--- config.mk ---
export PLATFORM = sky130hd
export DESIGN_NAME = time_ordered_event_queue_unit
export DESIGN_NICKNAME = d
export VERILOG_FILES = /design/src/toeq_pkg.sv /design/src/time_ordered_event_queue_unit.sv /design/src/toeq_ram.sv /design/src/toeq_dp.sv /design/src/toeq_ctrl.sv
export SDC_FILE = /design/constraint.sdc
export NUM_CORES = 2
export LEC_CHECK = 0
export BUFFER_PORTS_ARGS = -buffer_cell sky130_fd_sc_hd__buf_2
export CAP_MARGIN = 25
export CORE_ASPECT_RATIO = 1.2
export CORE_MARGIN = 3
export CORE_UTILIZATION = 57
export CTS_CLUSTER_SIZE = 16
export DETAILED_ROUTE_END_ITERATION = 8
export PLACE_DENSITY_LB_ADDON = 0.2
export SYNTH_ARGS = -nofsm -noshare
export SYNTH_HDL_FRONTEND = slang
export SYNTH_HIERARCHICAL = 1
export SYNTH_SLANG_ARGS = --single-unit
export TNS_END_PERCENT = 5
--- constraint.sdc ---
create_clock -name clk -period 6.3 [get_ports clk]
set_input_delay 0.945 -clock clk [delete_from_list [all_inputs] [get_ports clk]]
set_output_delay 0.945 -clock clk [all_outputs]
set_load 0.05 [all_outputs]
--- src/toeq_pkg.sv ---
`timescale 1ns / 1ps
`default_nettype none
// ----------------------------------------------------------------------------
// toeq_pkg
// Shared codes, command and status types for the time-ordered event queue.
// ----------------------------------------------------------------------------
package toeq_pkg;

  localparam int TIME_W    = 32;
  localparam int PAYLOAD_W = 32;
  localparam int ENTRY_W   = TIME_W + PAYLOAD_W;

  // operation codes (in_tuser)
  localparam logic [1:0] KIND_INSERT  = 2'd0;
  localparam logic [1:0] KIND_DEQUEUE = 2'd1;
  localparam logic [1:0] KIND_PEEK    = 2'd2;
  localparam logic [1:0] KIND_DELETE  = 2'd3;

  // result status codes (out_tuser)
  localparam logic [1:0] ST_OK      = 2'd0;
  localparam logic [1:0] ST_EMPTY   = 2'd1;
  localparam logic [1:0] ST_IGNORED = 2'd2;
  localparam logic [1:0] ST_FULL    = 2'd3;

  localparam logic signed [TIME_W-1:0] INT_MIN = 32'sh8000_0000;
  localparam logic signed [TIME_W-1:0] INT_MAX = 32'sh7FFF_FFFF;

  typedef enum logic [2:0] {
    PTR_HOLD,
    PTR_ZERO,
    PTR_TAIL,
    PTR_INC,
    PTR_DEC
  } ptr_op_t;

  typedef enum logic [1:0] {
    CNT_HOLD,
    CNT_INC,
    CNT_DEC
  } cnt_op_t;

  typedef enum logic {
    ASEL_PTR,
    ASEL_PTR_P1
  } addr_sel_t;

  typedef enum logic {
    WSEL_NEW,
    WSEL_RDATA
  } wdata_sel_t;

  typedef struct packed {
    logic       load;
    logic       set_status;
    logic [1:0] status;
    logic       set_peek_empty;
    logic       cap_res;
    logic       cap_peek;
    ptr_op_t    ptr_op;
    logic       rd_en;
    addr_sel_t  rd_sel;
    logic       wr_en;
    addr_sel_t  wr_sel;
    wdata_sel_t wd_sel;
    cnt_op_t    cnt_op;
    logic       out_load;
  } cmd_t;

  typedef struct packed {
    logic [1:0] kind;
    logic       extreme;
    logic       full;
    logic       empty;
    logic       ptr_zero;
    logic       ptr_last;
    logic       rd_lt;
    logic       rd_eq;
    logic       out_free;
  } stat_t;

endpackage
`default_nettype wire

--- src/time_ordered_event_queue_unit.sv ---
`timescale 1ns / 1ps
`default_nettype none
// ----------------------------------------------------------------------------
// time_ordered_event_queue_unit
// Sorted event queue (insert, dequeue, peek, delete by time) over one RAM.
// ----------------------------------------------------------------------------
// Insert walks down from the tail, moving later-or-equal entries up; dequeue and
// delete scan from the head, then pull the entries behind the removed one down.
// Each entry visited takes a read state and then an evaluate state. A refused
// insert or a non-insert item on an empty queue goes straight to the result.
// One item in flight: the next is taken once the result is in the output
// register. Reset empties the queue (count only); the RAM is not cleared.
module time_ordered_event_queue_unit #(
  parameter int CAPACITY = 64
) (
  input  wire logic        clk,
  input  wire logic        rst_n,
  input  wire logic        in_tvalid,
  output logic             in_tready,
  input  wire logic [63:0] in_tdata,   // [31:0] event_time, [63:32] event_payload
  input  wire logic [1:0]  in_tuser,   // [1:0] kind
  output logic             out_tvalid,
  input  wire logic        out_tready,
  output logic [63:0]      out_tdata,  // [31:0] result_time, [63:32] result_payload
  output logic [1:0]       out_tuser   // [1:0] status
);

  toeq_pkg::cmd_t  cmd;
  toeq_pkg::stat_t st;

  toeq_ctrl u_ctrl (
    .clk       (clk),
    .rst_n     (rst_n),
    .in_tvalid (in_tvalid),
    .in_tready (in_tready),
    .st        (st),
    .cmd       (cmd)
  );

  toeq_dp #(
    .CAPACITY (CAPACITY)
  ) u_dp (
    .clk        (clk),
    .rst_n      (rst_n),
    .in_tdata   (in_tdata),
    .in_tuser   (in_tuser),
    .cmd        (cmd),
    .st         (st),
    .out_tvalid (out_tvalid),
    .out_tready (out_tready),
    .out_tdata  (out_tdata),
    .out_tuser  (out_tuser)
  );

  // a new entry is only ever added to a queue with room
  a_no_grow_when_full: assert property (@(posedge clk) disable iff (!rst_n)
    (cmd.cnt_op == toeq_pkg::CNT_INC) |-> !st.full)
    else $error("entry count grows past capacity");

  // removal only from a non-empty queue
  a_no_shrink_when_empty: assert property (@(posedge clk) disable iff (!rst_n)
    (cmd.cnt_op == toeq_pkg::CNT_DEC) |-> !st.empty)
    else $error("entry count underflow");

  // the output register is never overwritten while its item is still held
  a_out_load_free: assert property (@(posedge clk) disable iff (!rst_n)
    cmd.out_load |-> st.out_free)
    else $error("result overwritten before it was taken");

  // a result never appears in the cycle right after an item is accepted
  a_min_latency: assert property (@(posedge clk) disable iff (!rst_n)
    (in_tvalid && in_tready) |=> !$rose(out_tvalid))
    else $error("result appeared too early");

endmodule
`default_nettype wire

--- src/toeq_ram.sv ---
`timescale 1ns / 1ps
`default_nettype none
// ----------------------------------------------------------------------------
// toeq_ram
// Generic single-write, single-read RAM with registered read data.
// ----------------------------------------------------------------------------
module toeq_ram #(
  parameter int WIDTH = 64,
  parameter int DEPTH = 64
) (
  input  wire logic                     clk,
  input  wire logic                     we,
  input  wire logic [$clog2(DEPTH)-1:0] waddr,
  input  wire logic [WIDTH-1:0]         wdata,
  input  wire logic                     re,
  input  wire logic [$clog2(DEPTH)-1:0] raddr,
  output logic      [WIDTH-1:0]         rdata
);

  logic [WIDTH-1:0] mem_r [DEPTH];

  always_ff @(posedge clk) begin
    if (we) begin
      mem_r[waddr] <= wdata;
    end
    if (re) begin
      rdata <= mem_r[raddr];
    end
  end

endmodule
`default_nettype wire

--- src/toeq_dp.sv ---
`timescale 1ns / 1ps
`default_nettype none
// ----------------------------------------------------------------------------
// toeq_dp
// Queue datapath: item registers, scan pointer, entry count, sorted entry
// RAM, result registers and the output register.
// ----------------------------------------------------------------------------
module toeq_dp #(
  parameter int CAPACITY = 64
) (
  input  wire logic                            clk,
  input  wire logic                            rst_n,
  input  wire logic [63:0]                     in_tdata,
  input  wire logic [1:0]                      in_tuser,
  input  wire toeq_pkg::cmd_t                  cmd,
  output toeq_pkg::stat_t                      st,
  output logic                                 out_tvalid,
  input  wire logic                            out_tready,
  output logic [63:0]                          out_tdata,
  output logic [1:0]                           out_tuser
);

  localparam int AW = $clog2(CAPACITY);
  localparam int CW = $clog2(CAPACITY + 1);

  logic [1:0]                            kind_r;
  logic signed [toeq_pkg::TIME_W-1:0]    key_r;
  logic [toeq_pkg::PAYLOAD_W-1:0]        pay_r;
  logic [AW-1:0]                         ptr_r, ptr_nxt;
  logic [CW-1:0]                         count_r, count_nxt;
  logic [1:0]                            res_status_r;
  logic signed [toeq_pkg::TIME_W-1:0]    res_time_r;
  logic [toeq_pkg::PAYLOAD_W-1:0]        res_pay_r;
  logic                                  out_valid_r;
  logic [1:0]                            out_status_r;
  logic [toeq_pkg::TIME_W-1:0]           out_time_r;
  logic [toeq_pkg::PAYLOAD_W-1:0]        out_pay_r;

  logic [CW-1:0]                         count_m1;
  logic [AW-1:0]                         ptr_p1;
  logic [toeq_pkg::ENTRY_W-1:0]          rdata;
  logic [toeq_pkg::ENTRY_W-1:0]          wdata;
  logic [AW-1:0]                         raddr, waddr;
  logic signed [toeq_pkg::TIME_W-1:0]    rd_time;

  assign count_m1 = count_r - CW'(1);
  assign ptr_p1   = ptr_r + AW'(1);
  assign rd_time  = $signed(rdata[toeq_pkg::TIME_W-1:0]);

  assign raddr = (cmd.rd_sel == toeq_pkg::ASEL_PTR_P1) ? ptr_p1 : ptr_r;
  assign waddr = (cmd.wr_sel == toeq_pkg::ASEL_PTR_P1) ? ptr_p1 : ptr_r;
  assign wdata = (cmd.wd_sel == toeq_pkg::WSEL_RDATA) ? rdata : {pay_r, key_r};

  // entry = {payload, time}
  toeq_ram #(
    .WIDTH (toeq_pkg::ENTRY_W),
    .DEPTH (CAPACITY)
  ) u_store (
    .clk   (clk),
    .we    (cmd.wr_en),
    .waddr (waddr),
    .wdata (wdata),
    .re    (cmd.rd_en),
    .raddr (raddr),
    .rdata (rdata)
  );

  always_comb begin
    case (cmd.ptr_op)
      toeq_pkg::PTR_ZERO: ptr_nxt = '0;
      toeq_pkg::PTR_TAIL: ptr_nxt = count_m1[AW-1:0];
      toeq_pkg::PTR_INC:  ptr_nxt = ptr_p1;
      toeq_pkg::PTR_DEC:  ptr_nxt = ptr_r - AW'(1);
      default:            ptr_nxt = ptr_r;
    endcase
    case (cmd.cnt_op)
      toeq_pkg::CNT_INC: count_nxt = count_r + CW'(1);
      toeq_pkg::CNT_DEC: count_nxt = count_m1;
      default:           count_nxt = count_r;
    endcase
  end

  always_ff @(posedge clk) begin
    if (!rst_n) begin
      count_r     <= '0;
      out_valid_r <= 1'b0;
    end else begin
      count_r <= count_nxt;
      if (cmd.out_load) begin
        out_valid_r <= 1'b1;
      end else if (out_tready) begin
        out_valid_r <= 1'b0;
      end
    end
  end

  always_ff @(posedge clk) begin
    ptr_r <= ptr_nxt;
    if (cmd.load) begin
      kind_r       <= in_tuser;
      key_r        <= $signed(in_tdata[31:0]);
      pay_r        <= in_tdata[63:32];
      res_status_r <= toeq_pkg::ST_OK;
      res_time_r   <= '0;
      res_pay_r    <= '0;
    end else begin
      if (cmd.set_status) begin
        res_status_r <= cmd.status;
      end
      if (cmd.set_peek_empty) begin
        res_time_r <= toeq_pkg::INT_MIN;
      end
      if (cmd.cap_res || cmd.cap_peek) begin
        res_time_r <= rd_time;
      end
      if (cmd.cap_res) begin
        res_pay_r <= rdata[toeq_pkg::ENTRY_W-1:toeq_pkg::TIME_W];
      end
    end
    if (cmd.out_load) begin
      out_status_r <= res_status_r;
      out_time_r   <= res_time_r;
      out_pay_r    <= res_pay_r;
    end
  end

  always_comb begin
    st.kind     = kind_r;
    st.extreme  = (key_r == toeq_pkg::INT_MIN) || (key_r == toeq_pkg::INT_MAX);
    st.full     = (count_r == CW'(CAPACITY));
    st.empty    = (count_r == '0);
    st.ptr_zero = (ptr_r == '0);
    st.ptr_last = (CW'(ptr_r) == count_m1);
    st.rd_lt    = (rd_time < key_r);
    st.rd_eq    = (rd_time == key_r);
    st.out_free = !out_valid_r || out_tready;
  end

  assign out_tvalid = out_valid_r;
  assign out_tdata  = {out_pay_r, out_time_r};
  assign out_tuser  = out_status_r;

endmodule
`default_nettype wire

--- src/toeq_ctrl.sv ---
`timescale 1ns / 1ps
`default_nettype none
// ----------------------------------------------------------------------------
// toeq_ctrl
// Sequencer for the event queue: decodes an item, walks the sorted store
// one entry at a time and hands the result to the output register.
// ----------------------------------------------------------------------------
module toeq_ctrl (
  input  wire logic            clk,
  input  wire logic            rst_n,
  input  wire logic            in_tvalid,
  output logic                 in_tready,
  input  wire toeq_pkg::stat_t st,
  output toeq_pkg::cmd_t       cmd
);

  localparam logic [3:0] S_IDLE    = 4'd0;
  localparam logic [3:0] S_DEC     = 4'd1;
  localparam logic [3:0] S_INS_RD  = 4'd2;
  localparam logic [3:0] S_INS_EV  = 4'd3;
  localparam logic [3:0] S_INS_PUT = 4'd4;
  localparam logic [3:0] S_SRCH_RD = 4'd5;
  localparam logic [3:0] S_SRCH_EV = 4'd6;
  localparam logic [3:0] S_PEEK_RD = 4'd7;
  localparam logic [3:0] S_PEEK_EV = 4'd8;
  localparam logic [3:0] S_SH_RD   = 4'd9;
  localparam logic [3:0] S_SH_EV   = 4'd10;
  localparam logic [3:0] S_FIN     = 4'd11;

  logic [3:0] state_r, state_nxt;

  assign in_tready = (state_r == S_IDLE);

  always_comb begin
    state_nxt = state_r;
    cmd       = '0;
    unique case (state_r)
      S_IDLE: begin
        if (in_tvalid) begin
          cmd.load  = 1'b1;
          state_nxt = S_DEC;
        end
      end
      S_DEC: begin
        unique case (st.kind)
          toeq_pkg::KIND_INSERT: begin
            if (st.extreme) begin
              cmd.set_status = 1'b1;
              cmd.status     = toeq_pkg::ST_IGNORED;
              state_nxt      = S_FIN;
            end else if (st.full) begin
              cmd.set_status = 1'b1;
              cmd.status     = toeq_pkg::ST_FULL;
              state_nxt      = S_FIN;
            end else if (st.empty) begin
              cmd.ptr_op = toeq_pkg::PTR_ZERO;
              state_nxt  = S_INS_PUT;
            end else begin
              cmd.ptr_op = toeq_pkg::PTR_TAIL;
              state_nxt  = S_INS_RD;
            end
          end
          toeq_pkg::KIND_PEEK: begin
            if (st.empty) begin
              cmd.set_status     = 1'b1;
              cmd.status         = toeq_pkg::ST_EMPTY;
              cmd.set_peek_empty = 1'b1;
              state_nxt          = S_FIN;
            end else begin
              cmd.ptr_op = toeq_pkg::PTR_ZERO;
              state_nxt  = S_PEEK_RD;
            end
          end
          default: begin
            // dequeue and delete both scan from the head
            if (st.empty) begin
              cmd.set_status = 1'b1;
              cmd.status     = toeq_pkg::ST_EMPTY;
              state_nxt      = S_FIN;
            end else begin
              cmd.ptr_op = toeq_pkg::PTR_ZERO;
              state_nxt  = S_SRCH_RD;
            end
          end
        endcase
      end
      // insert: walk down from the tail, moving later-or-equal entries up
      S_INS_RD: begin
        cmd.rd_en  = 1'b1;
        cmd.rd_sel = toeq_pkg::ASEL_PTR;
        state_nxt  = S_INS_EV;
      end
      S_INS_EV: begin
        cmd.wr_en  = 1'b1;
        cmd.wr_sel = toeq_pkg::ASEL_PTR_P1;
        if (!st.rd_lt) begin
          cmd.wd_sel = toeq_pkg::WSEL_RDATA;
          if (st.ptr_zero) begin
            state_nxt = S_INS_PUT;
          end else begin
            cmd.ptr_op = toeq_pkg::PTR_DEC;
            state_nxt  = S_INS_RD;
          end
        end else begin
          cmd.wd_sel = toeq_pkg::WSEL_NEW;
          cmd.cnt_op = toeq_pkg::CNT_INC;
          state_nxt  = S_FIN;
        end
      end
      S_INS_PUT: begin
        cmd.wr_en  = 1'b1;
        cmd.wr_sel = toeq_pkg::ASEL_PTR;
        cmd.wd_sel = toeq_pkg::WSEL_NEW;
        cmd.cnt_op = toeq_pkg::CNT_INC;
        state_nxt  = S_FIN;
      end
      S_SRCH_RD: begin
        cmd.rd_en  = 1'b1;
        cmd.rd_sel = toeq_pkg::ASEL_PTR;
        state_nxt  = S_SRCH_EV;
      end
      S_SRCH_EV: begin
        if (st.kind == toeq_pkg::KIND_DEQUEUE || st.rd_eq) begin
          cmd.cap_res = 1'b1;
          state_nxt   = S_SH_RD;
        end else if (st.rd_lt && !st.ptr_last) begin
          cmd.ptr_op = toeq_pkg::PTR_INC;
          state_nxt  = S_SRCH_RD;
        end else begin
          cmd.set_status = 1'b1;
          cmd.status     = toeq_pkg::ST_EMPTY;
          state_nxt      = S_FIN;
        end
      end
      S_PEEK_RD: begin
        cmd.rd_en  = 1'b1;
        cmd.rd_sel = toeq_pkg::ASEL_PTR;
        state_nxt  = S_PEEK_EV;
      end
      S_PEEK_EV: begin
        cmd.cap_peek = 1'b1;
        state_nxt    = S_FIN;
      end
      // removal: pull the entries behind the hole down by one
      S_SH_RD: begin
        if (st.ptr_last) begin
          cmd.cnt_op = toeq_pkg::CNT_DEC;
          state_nxt  = S_FIN;
        end else begin
          cmd.rd_en  = 1'b1;
          cmd.rd_sel = toeq_pkg::ASEL_PTR_P1;
          state_nxt  = S_SH_EV;
        end
      end
      S_SH_EV: begin
        cmd.wr_en  = 1'b1;
        cmd.wr_sel = toeq_pkg::ASEL_PTR;
        cmd.wd_sel = toeq_pkg::WSEL_RDATA;
        cmd.ptr_op = toeq_pkg::PTR_INC;
        state_nxt  = S_SH_RD;
      end
      S_FIN: begin
        if (st.out_free) begin
          cmd.out_load = 1'b1;
          state_nxt    = S_IDLE;
        end
      end
      default: begin
        state_nxt = S_IDLE;
      end
    endcase
  end

  always_ff @(posedge clk) begin
    if (!rst_n) begin
      state_r <= S_IDLE;
    end else begin
      state_r <= state_nxt;
    end
  end

endmodule
`default_nettype wire
**After elaboration in Yosys (flattened, before gate mapping)**

Memory sizes are Yosys's and may differ from the RTL's. A register that Yosys moved wholly into a read port is not among the register bits.
Cells that the tools add are included.

- Flip-flop bits (word level): 216
- RAM bits: 4096
- Input bits: 70
- Output and inout bits: 68
- Logic and storage cells: 122
- Memories: 1

Memory list:

| name | depth | bits a word | rd ports | clocked after memory_dff | write ports | RTL line | source |
|---|---|---|---|---|---|---|---|
| u_dp.u_store.mem_r | 64 | 64 | 1 | 1 | 1 | toeq_ram.sv:20 | `logic [WIDTH-1:0] mem_r [DEPTH];` |

- $add $sub $neg: 4
- Magnitude comparators: 1
- Eq/ne operators: 26
- Mux-type cells: 59
- Reduce and logical (&&, ||, !) cells: 18

Operators with widths:

| operator | count |
|---|---|
| $eq A32 B32 Y1 const B | 2 |
| $mux W32 | 2 |
| $mux W64 | 1 |
| $pmux W4 S11 | 1 |
| $mux W4 | 10 |
| $mux W3 | 13 |
| $eq A32 B32 Y1 | 1 |
| $lt A32 B32 Y1 | 1 |
| $pmux W6 S4 | 1 |
| $mux W1 | 17 |
| $eq A4 B3 Y1 const B | 4 |
| $eq A4 B4 Y1 const B | 4 |
| $pmux W7 S2 | 1 |
| $mux W6 | 2 |
| $pmux W3 S2 | 2 |
| $pmux W3 S4 | 1 |
| $pmux W3 S3 | 1 |
| $eq A4 B2 Y1 const B | 2 |
| $mux W2 | 4 |
| $pmux W4 S2 | 1 |
| $add A7 B1 Y7 const B | 1 |
| $eq A6 B7 Y1 | 1 |
| $eq A7 B7 Y1 const B | 1 |
| $logic_not A7 Y1 | 1 |
| other kinds (23) | 33 |

**Longest topological paths before layout**

- Word-level depth: 9
- Gate-level depth with buffers: 21
- Depth with buffers taken out: 16

**Cells and area by module**

Netlist, hierarchy kept.

Modules (own cells, without submodules):

| module | instances | cells each | area an instance (um2) | seq. area each (um2) |
|---|---|---|---|---|
| toeq_ram | 1 | 6598 | 156989.3 | 124919.8 |
| toeq_dp | 1 | 794 | 9350.2 | 5625.4 |
| toeq_ctrl | 1 | 94 | 613.1 | 80.1 |

**Worst setup path after synthesis**

OpenSTA, ideal clock, no wires.

- Path type: register to register
- From: reg u_ctrl.state_r[2]
- To: mem u_dp.u_store.mem_r[48][0] (enable)
- Library setup time: 0.564 ns
- Arrival time: 6.353 ns
- Data required time: 5.736 ns
- Path slack: -0.617 ns
- Cell stages (with the launch flop): 10
- Buffers on the path: 2
- Period minus slack after synthesis: 6.917 ns
- Path through: dfxtp_1 > clkbuf_1 > or2b_1 > nor2_1 > clkbuf_1 > nand4_1 > xnor2_1 > nor2b_1 > nand4b_1 > nor3_1

RTL lines:

| element | RTL line | source |
|---|---|---|
| start: declaration | toeq_ctrl.sv:30 | `logic [3:0] state_r, state_nxt;` |
| start signal: assignment | toeq_ctrl.sv:178 | `state_r <= state_nxt;` |
| end: declaration | toeq_ram.sv:20 |  |

==> impl_metrics.tcl <==
set metrics [dict create \
    status "complete, no violations" \
    clkTransAtPathRegs_ns 0.07 \
    die_area_um2 299000 \
    critPathRequiredTime_ns 6.86 \
    drtPass1Iterations 6 \
    clockBufferDepth 4 \
    power.density_nw_per_um2 452 \
    fin_tns_setup_ns 0 \
    die-width_um 500 \
    endpoint "u_dp/u_store/mem_r[30][33]" \
    combPwrFrac_pct 27.8 \
    start_kind "flop" \
    final-hold-violation-count 0 \
    io_pins 138 \
    gp_congestion 0.910 \
    synth_area_um2 167000 \
    ff2ff_path_depth 10 \
    synth_fp_nets 7595 \
    multiInputGateArea_um2 35100 \
    vias 86600 \
    synthDistinctLibCells 74 \
    fillers 18500 \
    ys_ff_latch 4376 \
    portBuffers 137 \
    area_delta_synth_final_pct 13.8 \
    p_sw_mw 25.9 \
    final_util_pct 65.2 \
    crit_path_start "u_dp/u_store/rdata[15]" \
    clkSinkCount 4376 \
    r2r_setup_slack_ns 0.82 \
    max_freq_mhz 182 \
    leakage_nw 59.6 \
    drtAntennaViolNets 0 \
    cts_tree "yes" \
    synth.top_cell.area_share_pct 77.3 \
    post_cts_resized 0 \
    clockPowerShare_pct 29.3 \
    final_layout_size_suffix_gt1_share_pct 28.0 \
    critPathKind "reg2reg" \
    ff_latch_area_um2 131000 \
    synth-seq-area-share_pct 78.2 \
    fin_nets 8106 \
    post_cts.repair.setup_buffers 0 \
    grt_overflow 0 \
    p_int_mw 60.0 \
    worstPathArrival_ns 6.04 \
    yosysTopAreaCell "edfxtp_1" \
    swShare_pct 30.1 \
    syn_avg_cell_area_um2 22.3 \
    hold_class "in2reg" \
    grt_max_degree 133 \
    yosysMostFrequentCell "edfxtp_1" \
    relSlewSlack_pct 22.1 \
    cp-end-kind "flop" \
    grt_antenna_before_repair 17 \
    async_reset_ff_share_pct 0 \
    row_count 217 \
    syn_inst 7486 \
    irDropWorstVdd_mv 0.379 \
    timing.hold.ws_ns 0.181 \
    viasPerCell 7.11 \
    setup_viol 0 \
    clk_latency_ns 0.96 \
    post_drt_wl_per_cell_um 40.6 \
    worst_slack_ns 0.819 \
    cts_made_buffers 418 \
    synth_edf_count 4298 \
    synth_common_cells "edfxtp_1, mux4_2, clkbuf_1, buf_2, mux2i_1" \
    maxCapViolCount 0 \
    core_area_um2 291000 \
    pre_cts_slack_ns 0.997 \
    yosysWarnings 6 \
    grt_pass1_vias 85000 \
    regToRegStartpoint "u_dp/u_store/rdata[15]" \
    die_y_um 599 \
    seq_power_share_pct 42.8 \
    synth_area_leaders "edfxtp_1, mux4_2, mux2i_1" \
    start_util_pct 57.3 \
    design_area_um2 190000 \
    drt_iter0_drc 15000 \
    clockRootBuffer "clkbuf_16" \
    drc 0 \
    grt_setup_unrepaired "no" \
    place_area_um2 176000 \
    htreeDepth 5 \
    maxSlewViolCount 0 \
    cp_max_fo 64 \
    ys.flop_type "edfxtp_1" \
    min_period_ns 5.48 \
    tightest_slew_ns 1.17 \
    wirelength_um 495000 \
    grt_use_total_pct 33.2 \
    postCtsHoldBufs 0 \
    dp_hpwl_um 255000 \
    fin_crit_sh_pct 87.0 \
    rr_endpoint "u_dp/u_store/mem_r[30][33]" \
    grt_pass1_wl_um 682000 \
    finClkSkew_ns 0.0732 \
]
## area by class of cell
type / instances / area share (%)
Sequential cell: 4376 / 68.7
Multi-Input combinational cell: 2627 / 18.5
Clock buffer: 510 / 5.85
Timing Repair Buffer: 511 / 2.94
Tap cell: 3832 / 2.52
Clock inverter: 249 / 1.31
Inverter: 63 / 0.124
Antenna cell: 7 / 0.00922
## how the worst min path moves through the flow
stage                  startpoint                  to  slack [ns]  cells past startpoint
2_1_floorplan   u_dp/res_pay_r[0]   u_dp/out_pay_r[0]        0.41                      0
3_3_place_gp   u_dp/res_pay_r[30]  u_dp/out_pay_r[30]        0.41                      0
3_5_place_dp   u_dp/res_pay_r[13]  u_dp/out_pay_r[13]        0.42                      0
4_1_cts               in_tuser[0]      u_dp/kind_r[0]        0.12                      1
5_1_grt               in_tuser[0]      u_dp/kind_r[0]        0.14                      1
6_report             in_tdata[52]      u_dp/pay_r[20]        0.18                      1
## flip-flops by register name (all words and copies together), names as in the netlist, 7 cells and up
register	cells
u_dp/u_store/mem_r	4096
u_dp/u_store/rdata	64
u_dp/key_r	32
u_dp/out_pay_r	32
u_dp/out_time_r	32
u_dp/pay_r	32
u_dp/res_pay_r	32
u_dp/res_time_r	32
u_dp/count_r	7
## per-stage QoR
stage | instances | total power, mW
after floorplan | 7486 | 52.8
after global placement | 11400 | 60.2
after detailed placement | 11400 | 60.9
after CTS | 12200 | 85.7
after global routing | 12200 | 88.4
final | 12200 | 85.8
## power by group through the flow
stage                     clock [mW]  combinational, mW  sequential, mW
final                           25.2               23.9            36.8
after global routing            26.5               25.0            36.8
after CTS                       25.4               23.6            36.8
after detailed placement           0               23.5            37.4
after global placement             0               22.8            37.4
after floorplan                    0               15.6            37.1
## metal layers
layer  vias to the layer above  global-route usage, %  share of wire (%)
met5                         -                      0              0.017
met3                      1269                   7.60                 13
met4                        14                   14.8                5.4
li1                      32800                      -                  -
met1                     45700                   45.7                 35
met2                      6744                   51.7                 47
## worst max-delay path, stage by stage (launching register included)
cell and delay (ns):
edfxtp_1 0.55, ha_1 0.37, nand4_1 0.15, nor4_1 0.71, a21boi_0 0.26, o31a_1 0.19
o22ai_1 0.32, o21a_1 0.33, nor2_4 0.69, buf_12 0.40, mux2_2 0.95
## layout by cell type, fill, tap and decap left out, types with 74 or more instances in the layout
master	synthesis	layout
a22o_1	88	88
a22oi_1	168	168
buf_12	0	154
buf_2	175	137
buf_4	34	211
clkbuf_1	178	74
clkbuf_16	0	430
clkinv_1	0	83
clkinv_2	0	78
dfxtp_1	78	78
edfxtp_1	4298	4298
mux2i_1	173	173
mux4_2	1024	1024
nand2_1	150	146
nor2_1	170	102
o22ai_1	87	87
## cell families (layout without fill, tap and decap cells)
| logic type | count (synthesis) | after routing | share of synthesized area, % |
|---|---|---|---|
| compound gates | 648 | 648 | 2.83 |
| xor+xnor | 29 | 29 | 0.152 |
| simple gates | 681 | 681 | 2.08 |
| other cells | 0 | 7 | 0 |
| flops | 4376 | 4376 | 78.2 |
| fa+ha+maj | 39 | 39 | 0.292 |
| buf+inv | 483 | 1333 | 1.32 |
| mux | 1230 | 1230 | 15.1 |
No activity file was read; power rests on OpenSTA's default activity.
